[src/rtl/core/assert_macros.svh]
// Assertion macros for the RTL files that check their own logic.
`ifndef ASSERT_MACROS_SVH
`define ASSERT_MACROS_SVH

// Check on the rising edge of aclk, held off while aresetn is low.
`define LSS_ASSERT(lbl, prop, msg) \
    lbl: assert property (@(posedge aclk) disable iff (!aresetn) prop) else $error(msg);

// Same, with clock and reset named by the caller.
`define LSS_ASSERT_CLK(lbl, clk, rstn, prop, msg) \
    lbl: assert property (@(posedge clk) disable iff (!rstn) prop) else $error(msg);

`endif

[src/rtl/core/lss_pkg.sv]
// Package for the LIFO stack with search: codes, cell link and control types.
package lss_pkg;

    localparam int DEPTH_DEF = 64;

    localparam int OP_W   = 3;
    localparam int DATA_W = 8;
    localparam int FLD_W  = 7;
    localparam int STAT_W = 2;

    localparam logic [OP_W-1:0] OP_PUSH   = 3'd0;
    localparam logic [OP_W-1:0] OP_POP    = 3'd1;
    localparam logic [OP_W-1:0] OP_PEEK   = 3'd2;
    localparam logic [OP_W-1:0] OP_CLEAR  = 3'd3;
    localparam logic [OP_W-1:0] OP_SEARCH = 3'd4;

    localparam logic [STAT_W-1:0] STAT_OK    = 2'd0;
    localparam logic [STAT_W-1:0] STAT_EMPTY = 2'd1;
    localparam logic [STAT_W-1:0] STAT_FULL  = 2'd2;

    typedef enum logic [2:0] {
        CC_HOLD,
        CC_PUSH,
        CC_POP,
        CC_CLEAR,
        CC_LOAD,
        CC_SHIFT
    } cell_cmd_t;

    // Broadcast to every cell.
    typedef struct packed {
        cell_cmd_t         cmd;
        logic [DATA_W-1:0] key;
    } cell_ctrl_t;

    // What one cell shows its neighbours.
    typedef struct packed {
        logic [DATA_W-1:0] data;
        logic              valid;
        logic              hit;
    } cell_link_t;

endpackage

[src/rtl/core/lss_cell.sv]
// One stack cell: an entry, its valid flag and a search hit flag.
module lss_cell (
    input  logic                aclk,
    input  logic                aresetn,
    input  lss_pkg::cell_ctrl_t ctrl,
    input  lss_pkg::cell_link_t up,
    input  lss_pkg::cell_link_t dn,
    output lss_pkg::cell_link_t cur
);

    logic [lss_pkg::DATA_W-1:0] data_reg;
    logic                       valid_reg;
    logic                       hit_reg;

    // payload, no reset
    always_ff @(posedge aclk) begin
        unique case (ctrl.cmd)
            lss_pkg::CC_PUSH: data_reg <= up.data;
            lss_pkg::CC_POP:  data_reg <= dn.data;
            default:          data_reg <= data_reg;
        endcase
    end

    always_ff @(posedge aclk) begin
        if (!aresetn) begin
            valid_reg <= 1'b0;
            hit_reg   <= 1'b0;
        end else begin
            unique case (ctrl.cmd)
                lss_pkg::CC_PUSH:  valid_reg <= up.valid;
                lss_pkg::CC_POP:   valid_reg <= dn.valid;
                lss_pkg::CC_CLEAR: valid_reg <= 1'b0;
                default:           valid_reg <= valid_reg;
            endcase
            unique case (ctrl.cmd)
                lss_pkg::CC_LOAD:  hit_reg <= valid_reg && (data_reg == ctrl.key);
                lss_pkg::CC_SHIFT: hit_reg <= dn.hit;
                default:           hit_reg <= hit_reg;
            endcase
        end
    end

    assign cur = '{data: data_reg, valid: valid_reg, hit: hit_reg};

endmodule

[src/rtl/core/lifo_stack_with_search_top.sv]
// LIFO stack with search: a chain of shifting cells, cell 0 holding the top entry.
// Push, pop, peek, clear and undefined codes: result registered in the cycle after the item.
// Search: compare flags are latched, then shift towards the top one cell a cycle while
// the output register is free; result: hit position (1 = top), else status EMPTY, position 0.
// One item at a time; a new item is taken only outside a search, with the output register free.
// Synchronous active-low reset empties the stack; entry bytes are not cleared.
`include "assert_macros.svh"

module lifo_stack_with_search_top #(
    parameter int DEPTH = lss_pkg::DEPTH_DEF
) (
    input  logic        aclk,
    input  logic        aresetn,
    input  logic        s_tvalid,
    output logic        s_tready,
    input  logic [7:0]  s_tdata,   // [7:0] value
    input  logic [2:0]  s_tuser,   // [2:0] operation
    output logic        m_tvalid,
    input  logic        m_tready,
    output logic [31:0] m_tdata    // [1:0] status, [9:2] data_out, [16:10] position,
                                   // [23:17] count, [24] is_empty, [31:25] zero
);

    localparam int CntW = $clog2(DEPTH + 1);

    typedef enum logic {
        S_IDLE,
        S_SCAN
    } state_t;

    state_t                      state_reg, state_next;
    logic [CntW-1:0]             count_reg, count_next;
    logic [CntW-1:0]             step_reg, step_next;
    logic                        m_valid_reg;
    logic [31:0]                 m_data_reg;

    lss_pkg::cell_ctrl_t         ctrl;
    lss_pkg::cell_link_t         links [DEPTH];

    logic                        s_acc;
    logic                        out_free;
    logic                        res_load;
    logic [lss_pkg::STAT_W-1:0]  res_status;
    logic [lss_pkg::DATA_W-1:0]  res_data;
    logic [CntW-1:0]             res_pos;
    logic [CntW+lss_pkg::FLD_W-1:0] pos_ext, cnt_ext;
    logic                        is_full;
    logic                        pop_ok;

    assign out_free = !m_valid_reg || m_tready;
    assign s_tready = (state_reg == S_IDLE) && out_free;
    assign s_acc    = s_tvalid && s_tready;
    assign is_full  = (count_reg == CntW'(DEPTH));
    assign pop_ok   = s_acc && (s_tuser == lss_pkg::OP_POP) && (count_reg != '0);

    // ---- cell chain ----
    for (genvar i = 0; i < DEPTH; i++) begin : g_cell
        lss_pkg::cell_link_t up_w, dn_w;
        if (i == 0) begin : g_top
            assign up_w = '{data: s_tdata, valid: 1'b1, hit: 1'b0};
        end else begin : g_up
            assign up_w = links[i-1];
        end
        if (i == DEPTH - 1) begin : g_bot
            assign dn_w = '{data: '0, valid: 1'b0, hit: 1'b0};
        end else begin : g_dn
            assign dn_w = links[i+1];
        end
        lss_cell u_cell (
            .aclk    (aclk),
            .aresetn (aresetn),
            .ctrl    (ctrl),
            .up      (up_w),
            .dn      (dn_w),
            .cur     (links[i])
        );
    end

    // ---- control ----
    always_comb begin
        ctrl.cmd   = lss_pkg::CC_HOLD;
        ctrl.key   = s_tdata;
        state_next = state_reg;
        count_next = count_reg;
        step_next  = step_reg;
        res_load   = 1'b0;
        res_status = lss_pkg::STAT_OK;
        res_data   = '0;
        res_pos    = '0;
        if (s_acc) begin
            res_load = 1'b1;
            unique case (s_tuser)
                lss_pkg::OP_PUSH: begin
                    if (is_full) begin
                        res_status = lss_pkg::STAT_FULL;
                    end else begin
                        ctrl.cmd   = lss_pkg::CC_PUSH;
                        count_next = count_reg + 1'b1;
                    end
                end
                lss_pkg::OP_POP: begin
                    if (count_reg == '0) begin
                        res_status = lss_pkg::STAT_EMPTY;
                    end else begin
                        ctrl.cmd   = lss_pkg::CC_POP;
                        res_data   = links[0].data;
                        count_next = count_reg - 1'b1;
                    end
                end
                lss_pkg::OP_PEEK: begin
                    if (count_reg == '0) begin
                        res_status = lss_pkg::STAT_EMPTY;
                    end else begin
                        res_data = links[0].data;
                    end
                end
                lss_pkg::OP_CLEAR: begin
                    ctrl.cmd   = lss_pkg::CC_CLEAR;
                    count_next = '0;
                end
                lss_pkg::OP_SEARCH: begin
                    if (count_reg == '0) begin
                        res_status = lss_pkg::STAT_EMPTY;
                    end else begin
                        // latch compare flags, result comes from the scan
                        res_load   = 1'b0;
                        ctrl.cmd   = lss_pkg::CC_LOAD;
                        state_next = S_SCAN;
                        step_next  = '0;
                    end
                end
                default: ;
            endcase
        end else if (state_reg == S_SCAN && out_free) begin
            if (links[0].hit) begin
                res_load   = 1'b1;
                res_pos    = step_reg + 1'b1;
                state_next = S_IDLE;
            end else if (step_reg + 1'b1 == count_reg) begin
                res_load   = 1'b1;
                res_status = lss_pkg::STAT_EMPTY;
                state_next = S_IDLE;
            end else begin
                ctrl.cmd  = lss_pkg::CC_SHIFT;
                step_next = step_reg + 1'b1;
            end
        end
    end

    // 7-bit output fields, masked as wide depths require
    assign pos_ext = {{lss_pkg::FLD_W{1'b0}}, res_pos};
    assign cnt_ext = {{lss_pkg::FLD_W{1'b0}}, count_next};

    always_ff @(posedge aclk) begin
        if (!aresetn) begin
            state_reg   <= S_IDLE;
            count_reg   <= '0;
            step_reg    <= '0;
            m_valid_reg <= 1'b0;
        end else begin
            state_reg <= state_next;
            count_reg <= count_next;
            step_reg  <= step_next;
            if (res_load) begin
                m_valid_reg <= 1'b1;
                m_data_reg  <= {7'd0, (count_next == '0), cnt_ext[lss_pkg::FLD_W-1:0],
                                pos_ext[lss_pkg::FLD_W-1:0], res_data, res_status};
            end else if (m_tready) begin
                m_valid_reg <= 1'b0;
            end
        end
    end

    assign m_tvalid = m_valid_reg;
    assign m_tdata  = m_data_reg;

    // ---- checks ----
    `LSS_ASSERT(a_count_bound, count_reg <= CntW'(DEPTH), "count above depth")
    `LSS_ASSERT(a_top_valid, links[0].valid == (count_reg != '0), "top valid vs count")
    `LSS_ASSERT(a_bot_valid, links[DEPTH-1].valid == is_full, "bottom valid vs full")
    `LSS_ASSERT(a_pop_count, pop_ok |=> count_reg == $past(count_reg) - 1'b1, "pop count")
    `LSS_ASSERT(a_scan_bound, state_reg == S_SCAN |-> step_reg < count_reg, "scan past count")

endmodule
[config.mk]
export PLATFORM = sky130hd
export DESIGN_NAME = lifo_stack_with_search_top
export DESIGN_NICKNAME = d
export VERILOG_FILES = /design/src/rtl/core/lss_pkg.sv /design/src/rtl/core/lss_cell.sv /design/src/rtl/core/lifo_stack_with_search_top.sv
export VERILOG_INCLUDE_DIRS = /design/src /design/src/rtl/core
export SDC_FILE = /design/constraint.sdc
export NUM_CORES = 1
export LEC_CHECK = 0
export BUFFER_PORTS_ARGS = -buffer_cell sky130_fd_sc_hd__buf_2
export CELL_PAD_IN_SITES_DETAIL_PLACEMENT = 2
export CELL_PAD_IN_SITES_GLOBAL_PLACEMENT = 2
export CORE_ASPECT_RATIO = 0.8
export CORE_MARGIN = 2
export CORE_UTILIZATION = 44
export CTS_CLUSTER_SIZE = 40
export DETAILED_ROUTE_END_ITERATION = 7
export PLACE_DENSITY_LB_ADDON = 0.1
export SLEW_MARGIN = 15
export SYNTH_ARGS = -nofsm -noshare
export SYNTH_HDL_FRONTEND = slang
export SYNTH_SLANG_ARGS = --single-unit
[constraint.sdc]
create_clock -name aclk -period 107 [get_ports aclk]
set_input_delay 5.35 -clock aclk [delete_from_list [all_inputs] [get_ports aclk]]
set_output_delay 5.35 -clock aclk [all_outputs]
set_load 0.1 [all_outputs]
==> impl_metrics.yaml, run 1 <==
cts:
  clkSinkCount: 681
  cts_tree: "yes"
  cts_htree_levels: 3
  max-clock-path-buffers: 3
  cts_setup_buffers: 0
  cts_hold_buffers: 0
  cts_repair_resize_count: 0
  cts.clk_slew.worst_paths_ns: 0.06
  clock-root-buffer: "sky130_fd_sc_hd__clkbuf_16"
  cts_buffers: 75
  insertion_delay_ns: 0.63
worst_setup_path:
  startpoint_type_of_the_worst_setup_path: "input port"
  worstRegToRegCells: 9
  critPathSlowestCell: "sky130_fd_sc_hd__nor2b_1"
  critPathArrivalTime_ns: 6.17
  cp.required_ns: 101.65
  worst-path-max-fanout: 5
  worstReg2RegStart: "count_reg[0]"
  critPathTopFamily: "buffers and inverters"
  critical-path-top-cell-by-count: "sky130_fd_sc_hd__buf_2"
  crit_chain: "buf_2, nor2b_1, nor2_1, buf_2"
  cp-end-kind: "output pin"
  r2r_path_end: "g_cell[44].u_cell.data_reg[1]"
  r2r_slack_ns: 101.47
  critical_path_buf_inv_count: 2
  worst-setup-path-type: "input port to output pin"
  critPathMaxStageDelay_ns: 0.31
sta:
  timing.final.setup_violations: 0
  clock.fmax_ghz: 0.0868
  post_route_setup_tns_ns: 0
  worst_slew_margin_rel: 0.153
  min_period_over_period: 0.108
  final.min_clock_period_ns: 11.52
  final-max-slew-violation-count: 0
  final_number_of_hold_violating_endpoints: 0
  worst_clock_skew_ns: 0.0165
  rsz0062_at_grt: "false"
  tightest_slew_ns: 1.25
logic_synthesis:
  yosysWarningCount: 0
  syn_area_per_cell_sq_um: 9.39
  post_synth_num_cell_types: 57
  ys_ff_latch: 681
  number_of_enable_flip_flop_cells_after_synthesis: 537
  yosysTopAreaCell: "sky130_fd_sc_hd__edfxtp_1"
  synth.top_cell.area_share: 0.459
  postSynthCellCount: 3742
  postSynth.asyncResetShare: 0
  share_of_synthesized_area_occupied_by_flip_flops_and_latches: 0.541
  synthesis.area_sq_mm: 0.0352
  synthFlopType: "sky130_fd_sc_hd__edfxtp_1"
  ys_top_cells_by_area: "sky130_fd_sc_hd__edfxtp_1 46%, sky130_fd_sc_hd__nand2_1 16%, sky130_fd_sc_hd__xor2_1 8.5%"
drt:
  drt_pass1_iterations: 5
  avgViaCountPerCell: 5.71
  antenna_violating_nets_post_route: 0
  wirelength_mm: 110
  post_drt_wl_per_cell_um: 23.3
  num_vias: 27100
  first_iter_violations: 2236
  drt_drc_violations_left: 0
grt:
  grt_pass1_vias: 29900
  pin_count_of_the_biggest_net_entering_global_routing: 202
  grt_pass1_wl_mm: 176
  grt_overflow: 0
  track_usage: 0.269
  grt_antenna_before_repair: 0
floorplan:
  row_count: 92
  core-area_sq_mm: 0.0790
  die-height_um: 257
  die_x_um: 320
  die-area_sq_mm: 0.0822
  design.portCount: 49
  floorplan.initialDensity: 0.445
finish:
  layout.nets: 3659
  final_cell_mix: "1533 x sky130_fd_sc_hd__nand2_1, 537 x sky130_fd_sc_hd__edfxtp_1, 340 x sky130_fd_sc_hd__xor2_1, 183 x sky130_fd_sc_hd__xnor2_1, 144 x sky130_fd_sc_hd__dfxtp_1"
  layout-area-overhead-vs-synth_pct: 9.14
  flip_flop_count_of_the_largest_register_all_copies_and_words_added: 512
  most_frequent_standard_cell_in_the_layout_excluding_fill_and_tap_cells: "sky130_fd_sc_hd__nand2_1"
  filler_cell_count: 8216
  post_route_cells_drive_above_1_share: 0.0605
power:
  power_density_mw_per_mm2: 15.6
  ir_drop_worst_vdd_mv: 0.00961
  p_leak_uw: 0.0145
  p_total_uw: 600
placed_design:
  gp_routability_congestion: 0.796
  place_hpwl_mm: 67.6
  io_buffers: 41
hold_path:
  worstHoldPathCells: 2
  whs_endpoint: "g_cell[0].u_cell.hit_reg"
  hold_start: "g_cell[1].u_cell.hit_reg"
  timing.hold.worst.class: "flop to flop"
run:
  max_cap_viol_count: 0
run_status:
  status: "finished clean"
-- per-stage QoR --
step           setup WS, ns  cell area (sq um)  hold slack, ns  utilization  std cells
2_1_floorplan         61.74              35200           0.447            -       3748
3_3_place_gp          95.53              36000           0.454        0.456       4597
3_5_place_dp          95.48              36000           0.474        0.456       4597
4_1_cts               95.47              38300           0.482        0.485       4735
5_1_grt               95.43              38400           0.509        0.486       4736
6_report              95.48              38400           0.475        0.486       4737
-- Yosys cell counts (4+ instances only) --
cell type                  instances
sky130_fd_sc_hd__nor2b_1           5
sky130_fd_sc_hd__a211oi_1         65
sky130_fd_sc_hd__buf_2            53
sky130_fd_sc_hd__o221a_2          29
sky130_fd_sc_hd__edfxtp_1        537
sky130_fd_sc_hd__o22ai_1           6
sky130_fd_sc_hd__and2_1           18
sky130_fd_sc_hd__clkbuf_1        153
sky130_fd_sc_hd__xnor2_1         183
sky130_fd_sc_hd__buf_1            45
sky130_fd_sc_hd__and3_1            5
sky130_fd_sc_hd__o21ai_0          31
sky130_fd_sc_hd__a311oi_1         25
sky130_fd_sc_hd__nand2_1        1534
sky130_fd_sc_hd__nand4_1          50
sky130_fd_sc_hd__a22oi_1          63
sky130_fd_sc_hd__nor3b_1           4
sky130_fd_sc_hd__nand3_1          73
sky130_fd_sc_hd__nor2_1           89
sky130_fd_sc_hd__buf_4             8
sky130_fd_sc_hd__nor3_1           71
sky130_fd_sc_hd__inv_1            12
sky130_fd_sc_hd__nand2b_1          9
sky130_fd_sc_hd__xor2_1          340
sky130_fd_sc_hd__or4_1            25
sky130_fd_sc_hd__a21oi_1          38
sky130_fd_sc_hd__a32o_1            4
sky130_fd_sc_hd__dfxtp_1         144
sky130_fd_sc_hd__nor4_1           68
sky130_fd_sc_hd__a31oi_1          16
-- final cells by class --
cell class | instances | area [sq um] | area share
Sequential cell | 681 | 19000 | 0.495
Timing Repair Buffer | 78 | 561 | 0.0146
Inverter | 12 | 47.5 | 0.00124
Clock buffer | 118 | 2180 | 0.0569
Clock inverter | 20 | 174 | 0.00453
Antenna cell | 1 | 2.50 | 0.0000652
Tap cell | 1034 | 1290 | 0.0337
Multi-Input combinational cell | 2793 | 15100 | 0.393
-- where the power goes --
part           leakage (uW)  internal [uW]  switching, uW
clock network       0.00115            147            111
registers           0.00606            291           6.84
logic               0.00732           12.9           30.6
total                0.0145            452            148
-- layer usage --
layer,routed length (um),global-route usage,vias up
met3,3320,0.0314,141
met1,52200,0.380,14000
met4,2180,0.0604,0
li1,-,-,12500
met2,52500,0.443,438
met5,0,0,-
-- worst register-to-register path, cell delays in order, from the launching register on --
cell and delay (ns):
sky130_fd_sc_hd__dfxtp_1 0.56, sky130_fd_sc_hd__inv_1 0.09, sky130_fd_sc_hd__ha_1 0.27, sky130_fd_sc_hd__or4b_4 0.28
sky130_fd_sc_hd__nor2_1 0.13, sky130_fd_sc_hd__a211oi_4 0.25, sky130_fd_sc_hd__buf_4 0.65, sky130_fd_sc_hd__buf_4 0.89
sky130_fd_sc_hd__buf_4 0.84, sky130_fd_sc_hd__buf_4 1.08
-- logic make-up (layout without fill, tap and decap cells) --
logic type / Yosys count / after routing / synth area share
buf+inv: 274 / 228 / 0.0326
compound gates: 295 / 295 / 0.0629
xor+xnor: 526 / 526 / 0.132
simple gates: 1962 / 1962 / 0.230
other cells: 1 / 8 / 0.000107
fa+ha+maj: 3 / 3 / 0.00107
flops: 681 / 681 / 0.541
-- worst max path at each step --
| stage | slack, ns | cells after the start | to | start |
|---|---|---|---|---|
| 3_5_place_dp | 95.48 | 4 | s_tready | m_tready |
| 4_1_cts | 95.47 | 4 | s_tready | m_tready |
| 3_3_place_gp | 95.53 | 4 | s_tready | m_tready |
| 6_report | 95.48 | 4 | s_tready | m_tready |
| 5_1_grt | 95.43 | 4 | s_tready | m_tready |
| 2_1_floorplan | 61.74 | 4 | g_cell[0].u_cell.data_reg[0] | s_tuser[2] |
Power figures use the tool's default switching activity.
==> run 2, diff against run 1 <==
--- a/config.mk
+++ b/config.mk
@@ -11,7 +11,7 @@
 export CELL_PAD_IN_SITES_GLOBAL_PLACEMENT = 2
 export CORE_ASPECT_RATIO = 0.8
 export CORE_MARGIN = 2
-export CORE_UTILIZATION = 44
+export CORE_UTILIZATION = 41
 export CTS_CLUSTER_SIZE = 40
 export DETAILED_ROUTE_END_ITERATION = 7
 export PLACE_DENSITY_LB_ADDON = 0.1
==> constraint.sdc (replaced) <==
create_clock -name aclk -period 11 [get_ports aclk]
set_input_delay 0.55 -clock aclk [delete_from_list [all_inputs] [get_ports aclk]]
set_output_delay 0.55 -clock aclk [all_outputs]
set_load 0.1 [all_outputs]
==> run 2 against run 1 <==
Setup slack got worse by 89 ns; combinational power rose to 9.7 times the previous value; final area rose by 0.70%; critical path type is now flop to flop; highest routed layer unchanged.
==> impl_metrics.yaml, run 2 (synthesized netlist as in run 1, its figures left out) <==
drt:
  drt_pass1_iterations: 5
  drt_drc_violations_left: 0
  wirelength_mm: 111
  avgViaCountPerCell: 5.63
  antenna_violating_nets_post_route: 0
  num_vias: 27200
  first_iter_violations: 1981
  post_drt_wl_per_cell_um: 23.1
run:
  max_cap_viol_count: 0
finish:
  final_core_util: 0.452
  flip_flop_count_of_the_largest_register_all_copies_and_words_added: 512
  post_route_cells_drive_above_1_share: 0.0630
  most_frequent_standard_cell_in_the_layout_excluding_fill_and_tap_cells: "sky130_fd_sc_hd__nand2_1"
  layout.nets: 3656
  antenna-diode-count: 0
  final_cell_mix: "1533 x sky130_fd_sc_hd__nand2_1, 537 x sky130_fd_sc_hd__edfxtp_1, 339 x sky130_fd_sc_hd__xor2_1, 183 x sky130_fd_sc_hd__xnor2_1, 144 x sky130_fd_sc_hd__dfxtp_1"
  layout-area-overhead-vs-synth_pct: 9.91
cts:
  cts_htree_levels: 3
  cts.clk_slew.worst_paths_ns: 0.06
  clock-root-buffer: "sky130_fd_sc_hd__clkbuf_16"
  cts_tree: "yes"
  max-clock-path-buffers: 3
  cts_hold_buffers: 0
  insertion_delay_ns: 0.64
  cts_setup_buffers: 0
  cts_repair_resize_count: 0
  clkSinkCount: 681
  cts_buffers: 77
placed_design:
  place_worst_setup_slack_ns: 6.14
  place_hpwl_mm: 68.8
  gp_routability_congestion: 0.869
  io_buffers: 41
worst_setup_path:
  cp.required_ns: 11.53
  startpoint_type_of_the_worst_setup_path: "flop"
  r2r_slack_ns: 6.13
  worst-setup-path-type: "flop to flop"
  worst-path-max-fanout: 186
  cp-end-kind: "flop"
  critPathArrivalTime_ns: 5.39
grt:
  grt_pass1_wl_mm: 177
  grt_overflow: 0
  grt_pass1_vias: 29500
  grt_antenna_before_repair: 0
  track_usage: 0.252
  pin_count_of_the_biggest_net_entering_global_routing: 236
sta:
  worst_slew_margin_rel: 0.157
  final.setup.worst_slack_ns: 6.13
  clock.fmax_ghz: 0.205
  rsz0062_at_grt: "false"
  final_number_of_hold_violating_endpoints: 0
  tightest_slew_ns: 1.26
  final.hold.worst_slack_ns: 0.348
  min_period_over_period: 0.443
  final-max-slew-violation-count: 0
  worst_clock_skew_ns: 0.0179
  final.min_clock_period_ns: 4.87
  timing.final.setup_violations: 0
floorplan:
  design.portCount: 49
  die_x_um: 331
  floorplan.initialDensity: 0.412
  row_count: 96
  die-area_sq_mm: 0.0881
  core-area_sq_mm: 0.0854
  die-height_um: 266
run_status:
  status: "finished clean"
hold_path:
  timing.hold.worst.class: "input port to flop"
power:
  ir_drop_worst_vdd_mv: 0.0826
  p_leak_uw: 0.0146
  power_density_mw_per_mm2: 154
-- run 2: metrics by stage --
step	instance area (sq um)	total power [uW]	TNS, ns	std cells
2_1_floorplan	35200	3260	-1941.51	3748
3_5_place_dp	36100	3370	0	4685
5_1_grt	38600	6130	0	4826
3_3_place_gp	36100	3350	0	4685
4_1_cts	38600	5990	0	4825
6_report	38600	5930	0	4826
-- run 2: final timing paths --
| check | cells past startpoint | end | start |
|---|---|---|---|
| worst max-delay path | 10 | g_cell[43].u_cell.valid_reg | count_reg[0] |
| worst max register to register | 10 | g_cell[43].u_cell.valid_reg | count_reg[0] |
| worst min register to register | 2 | g_cell[0].u_cell.hit_reg | g_cell[1].u_cell.hit_reg |
| worst min-delay path | 2 | count_reg[6] | aresetn |
-- run 2: final cells by class --
type	count	area [sq um]
Fill cell	9035	46800
Sequential cell	681	19000
Clock buffer	112	2320
Tap cell	1127	1410
Timing Repair Buffer	73	561
Clock inverter	28	188
Inverter	12	47.5
Multi-Input combinational cell	2793	15100
-- run 2: where the power goes --
group	leakage [uW]	switching, uW	total [uW]	internal, uW
clock	0.00123	1100	2610	1510
sequential	0.00606	68.1	2900	2830
combinational	0.00731	295	422	126
-- run 2: critical path: stages (launching register included) --
cell and delay [ns]:
sky130_fd_sc_hd__dfxtp_1 0.51, sky130_fd_sc_hd__inv_1 0.10, sky130_fd_sc_hd__ha_1 0.27, sky130_fd_sc_hd__or4b_4 0.29, sky130_fd_sc_hd__nor3_2 0.11, sky130_fd_sc_hd__nor3_2 0.29, sky130_fd_sc_hd__buf_12 0.65, sky130_fd_sc_hd__buf_12 0.70
sky130_fd_sc_hd__buf_4 0.92, sky130_fd_sc_hd__a22oi_1 0.23, sky130_fd_sc_hd__a211oi_1 0.32
-- run 2: metal layers --
| layer | global-route usage | share of wire |
|---|---|---|
| met1 | 0.367 | 0.49 |
| met2 | 0.404 | 0.46 |
| met3 | 0.0274 | 0.032 |
| met4 | 0.0564 | 0.018 |
| met5 | 0 | 0 |
